### config.mk
export PLATFORM = sky130hd
export DESIGN_NAME = tqr_ram
export DESIGN_NICKNAME = d
export VERILOG_FILES = /design/src/design/task_queue_registry_core_macros.svh /design/src/design/tqr_ram.sv
export SDC_FILE = /design/constraint.sdc
export NUM_CORES = 2
export LEC_CHECK = 0
export BUFFER_PORTS_ARGS = -buffer_cell sky130_fd_sc_hd__buf_4
export CORE_MARGIN = 2
export CORE_UTILIZATION = 55
export DETAILED_ROUTE_END_ITERATION = 10
export PLACE_DENSITY = 0.86
export SLEW_MARGIN = 20
export SYNTH_ARGS = -nofsm -noshare
export SYNTH_HDL_FRONTEND = slang
export SYNTH_SLANG_ARGS = --single-unit
### constraint.sdc
create_clock -name i_clk -period 3.54 [get_ports i_clk]
set_input_delay 0.531 -clock i_clk [delete_from_list [all_inputs] [get_ports i_clk]]
set_output_delay 0.531 -clock i_clk [all_outputs]
set_load 0.05 [all_outputs]
### src/design/task_queue_registry_core_macros.svh
// ----------------------------------------------------------------------------
// task queue registry assertion macros
// concurrent assertion helpers, compiled out when SYNTH is defined
// ----------------------------------------------------------------------------
`ifndef TASK_QUEUE_REGISTRY_CORE_MACROS_SVH
`define TASK_QUEUE_REGISTRY_CORE_MACROS_SVH

`ifndef SYNTH
// ante implies cons in the same cycle
`define TQR_ASSERT(lbl, clk, rstn, ante, cons) \
    lbl: assert property (@(posedge clk) disable iff (!rstn) (ante) |-> (cons)) \
        else $error("tqr assertion failed");
// ante implies cons in the following cycle
`define TQR_ASSERT_NEXT(lbl, clk, rstn, ante, cons) \
    lbl: assert property (@(posedge clk) disable iff (!rstn) (ante) |=> (cons)) \
        else $error("tqr assertion failed");
`else
`define TQR_ASSERT(lbl, clk, rstn, ante, cons)
`define TQR_ASSERT_NEXT(lbl, clk, rstn, ante, cons)
`endif

`endif

### src/design/tqr_ram.sv
// ----------------------------------------------------------------------------
// tqr generic ram
// one write port, one read port, read data registered
// ----------------------------------------------------------------------------
`default_nettype none

module tqr_ram #(
    parameter int WIDTH = 32,
    parameter int DEPTH = 64,
    parameter int AW    = (DEPTH > 1) ? $clog2(DEPTH) : 1
) (
    input  wire logic             i_clk,
    input  wire logic             i_we,
    input  wire logic [AW-1:0]    i_waddr,
    input  wire logic [WIDTH-1:0] i_wdata,
    input  wire logic [AW-1:0]    i_raddr,
    output logic      [WIDTH-1:0] o_rdata
);

    logic [WIDTH-1:0] r_mem [DEPTH];

    always_ff @(posedge i_clk) begin
        if (i_we) begin
            r_mem[i_waddr] <= i_wdata;
        end
        o_rdata <= r_mem[i_raddr];
    end

endmodule

`default_nettype wire

==> implementation parameters <==
Parameter                              Value

Worst hold path
  Instance count along the most critical hold path ... 2
  Type of the worst min-delay path ... primary input to flop

STA
  # setup viols final ... 0
  Number of failing hold endpoints at the final stage ... 0
  Final period utilization ... 0.7771
  Number of slew-limit violations in the final report ... 0
  Actual transition at the worst max-transition pin ... 1014 ps
  Maximum clock skew at final layout ... 30.93 ps
  Maximum achievable frequency ... 0.3635 GHz
  Setup TNS ... 0 ps
  RSZ-0062 raised after global routing ... false
  Worst slack on hold paths ... 222.1 ps
  Tightest slew margin relative to the limit ... 0.3239
  Min Clock Period, post-route ... 2751 ps

CTS
  Clock-pin transition on the worst setup and hold timing paths ... 70 ps
  Number of buffers on the longest clock path ... 3
  Worst-skew pair later-pin latency ... 830 ps
  Num CTS Buffers ... 187
  Number of gates resized after cts ... 0
  Post-CTS setup buffers ... 0
  # hold bufs at CTS ... 0
  Cell at the root of the clock tree ... sky130_fd_sc_hd__clkbuf_16
  TritonCTS clock tree ... yes
  CTS sink count ... 2080
  H-Tree Level Count ... 4

GRT
  Vias in the first global route ... 41573
  First-pass GRT wire length ... 321000 um
  Pin count of the biggest net entering global routing ... 65
  Number of antenna violations at the first check in global routing ... 18
  Remaining global-route overflow ... 0
  Total track usage ... 0.3185

Critical path
  Signal arrival time at the worst endpoint ... 3420 ps
  R2r worst-path depth ... 5
  Critical path peak fanout ... 23
  Library cell contributing the largest single delay on the critical path ... sky130_fd_sc_hd__a21oi_1
  Critical Path Max Stage Delay ... 810 ps
  Required time at the worst-slack endpoint ... 4210 ps
  Most used cell along the critical path ... sky130_fd_sc_hd__a21oi_1
  Worst-path cell chain ... buf_8, buf_4, mux4_2, o221ai_1, a21oi_1, a21oi_1, nor2_1
  Kind of launch point of the worst setup path ... primary input
  Crit Path Category ... primary input to flop
  Category of the worst setup path capture point ... flop

Synthesis
  Gate Count Post-Synth ... 3324
  Yosys warning count ... 0
  Async set-or-reset flop fraction in the synthesized netlist ... 0
  Most frequent cell after synthesis ... sky130_fd_sc_hd__edfxtp_1
  Top post-synthesis cells by count ... 2048 x sky130_fd_sc_hd__edfxtp_1, 544 x sky130_fd_sc_hd__mux4_2, 137 x sky130_fd_sc_hd__nor2_1
  Cells taking the most area after synthesis ... sky130_fd_sc_hd__edfxtp_1 78%, sky130_fd_sc_hd__mux4_2 16%, sky130_fd_sc_hd__mux2i_1 1.2%
  Synthesized area divided by synthesized cell count ... 23.62 um2
  Library cell occupying the most area in the post-synthesis netlist ... sky130_fd_sc_hd__edfxtp_1
  FF+latch count, synth ... 2080
  EDFF count, synth ... 2048
  Post-Syn Nets ... 3370
  Post-synth top area share ... 0.7833
  Syn Std Cell Area ... 78520 um2
  Netlist cell types ... 34
  Ys flop type ... sky130_fd_sc_hd__edfxtp_1
  Portion of the post-synthesis area used by sequential elements ... 0.7914

Outcome
  Result of the run ... completed

Die
  Row Count ... 138
  Initial Utilization ... 0.5545
  Die outline width ... 381.8 um
  Die area ... 145800 um2
  Die Ht ... 381.8 um
  Num ports ... 78
  Core area ... 141600 um2

Drt
  Vias per cell ... 7.332
  Total via count after detailed routing ... 41601
  DRT iter0 DRCs ... 7831
  Mean routed wirelength per cell ... 40.80 um
  Antenna-violating nets left ... 0
  DR DRC count ... 0
  Detailed Routing Iterations Pass 1 ... 6
  Routed Wire Length ... 231500 um

Layout
  Area Overhead vs Synth ... 13.77%
  Layout Utilization ... 0.6309
  Net count of the finished layout ... 3658
  Fraction of layout instances using a drive strength above 1 ... 0.3051

Place
  Final RePlAce weighted congestion ... 0.8520
  Post-detailed-placement half-perimeter wirelength ... 121100 um
  Count of input and output buffers ... 77

Pwr
  Leak ... 27.92 nW
  Maximum ir drop on the vdd rail ... 0.4640 mV
  Power per unit of standard cell area ... 568.9 nW/um2

Job
  Max capacitance violation total ... 0
cell families (layout without fill, tap and decap cells):
family | Yosys count | after routing | share of synthesized area
AO/OA/AOI/OAI | 202 | 202 | 0.01673
multiplexers | 637 | 637 | 0.1679
AND/OR/NAND/NOR | 223 | 223 | 0.01265
flip-flops | 2080 | 2080 | 0.7914
buffers and inverters | 182 | 630 | 0.01128
other | 0 | 12 | 0
where the power goes:
part | leakage, nW | internal (mW) | switching (mW)
clock | 2.92 | 11.3 | 9.11
sequential | 18.7 | 27.3 | 0.192
combinational | 6.30 | 1.04 | 1.92
total | 27.9 | 39.6 | 11.2
stage by stage:
step	std cells	power (mW)	worst slack [ps]	area, um2
finish	5674	50.82	789.0	89320
global route	5665	51.63	848.6	89300
CTS	5662	50.74	984.2	89290
detailed placement	5313	30.76	141.6	83280
global placement	5313	30.62	205.8	83280
floorplan	3324	29.35	357.1	78530
layer usage:
layer | vias to the layer above | wire length [um] | global-route usage
li1 | 14856 | - | -
met1 | 21213 | 70430 | 0.3935
met2 | 4549 | 111500 | 0.5082
met3 | 969 | 34050 | 0.09186
met4 | 14 | 15450 | 0.1813
met5 | - | 95 | 0
cell type report:
| cell class | count | area [um2] |
|---|---|---|
| Sequential cell | 2080 | 62140 |
| Fill cell | 8543 | 52260 |
| Multi-Input combinational cell | 1062 | 15980 |
| Clock buffer | 258 | 5166 |
| Timing Repair Buffer | 281 | 2795 |
| Tap cell | 1890 | 2365 |
| Clock inverter | 91 | 848.3 |
| Antenna cell | 12 | 30.03 |
flip-flops by register name (all words and copies together) (netlist names):
signal / cells
o_rdata: 32
r_mem: 2048
path summary, 6_finish.rpt:
check,startpoint,slack (ps),to
max,i_raddr[0],790,o_rdata[13]
min,i_waddr[1],220,r_mem[49][28]
max reg2reg,r_mem[10][5],950,o_rdata[5]
min reg2reg,r_mem[13][20],800,o_rdata[20]
critical path, delay by kind of cell:
| kind | cells | cell delay [ps] |
|---|---|---|
| AO/OA/AOI/OAI | 3 | 1350 |
| buffers and inverters | 2 | 760 |
| multiplexers | 1 | 610 |
| AND/OR/NAND/NOR | 1 | 110 |
cells in the final DEF, fill, tap and decap left out, types with 6 or more instances in the layout:
master,Yosys,routed
sky130_fd_sc_hd__dfxtp_1,32,32
sky130_fd_sc_hd__a22oi_1,12,12
sky130_fd_sc_hd__o22ai_1,84,84
sky130_fd_sc_hd__mux2i_1,93,93
sky130_fd_sc_hd__buf_12,0,53
sky130_fd_sc_hd__edfxtp_1,2048,2048
sky130_fd_sc_hd__clkinv_1,0,34
sky130_fd_sc_hd__nor2b_1,15,15
sky130_fd_sc_hd__o221ai_1,27,27
sky130_fd_sc_hd__diode_2,0,12
sky130_fd_sc_hd__clkinvlp_4,0,6
sky130_fd_sc_hd__nand2b_1,8,7
sky130_fd_sc_hd__a21oi_1,62,62
sky130_fd_sc_hd__bufinv_16,0,15
sky130_fd_sc_hd__clkbuf_1,74,58
sky130_fd_sc_hd__mux4_2,544,544
sky130_fd_sc_hd__nor2_1,137,75
sky130_fd_sc_hd__nor2_4,0,62
sky130_fd_sc_hd__nand2_1,26,26
sky130_fd_sc_hd__a311oi_1,8,8
sky130_fd_sc_hd__clkbuf_16,0,195
sky130_fd_sc_hd__clkinv_2,0,28
sky130_fd_sc_hd__buf_4,25,225
Power figures use the tool's default switching activity.
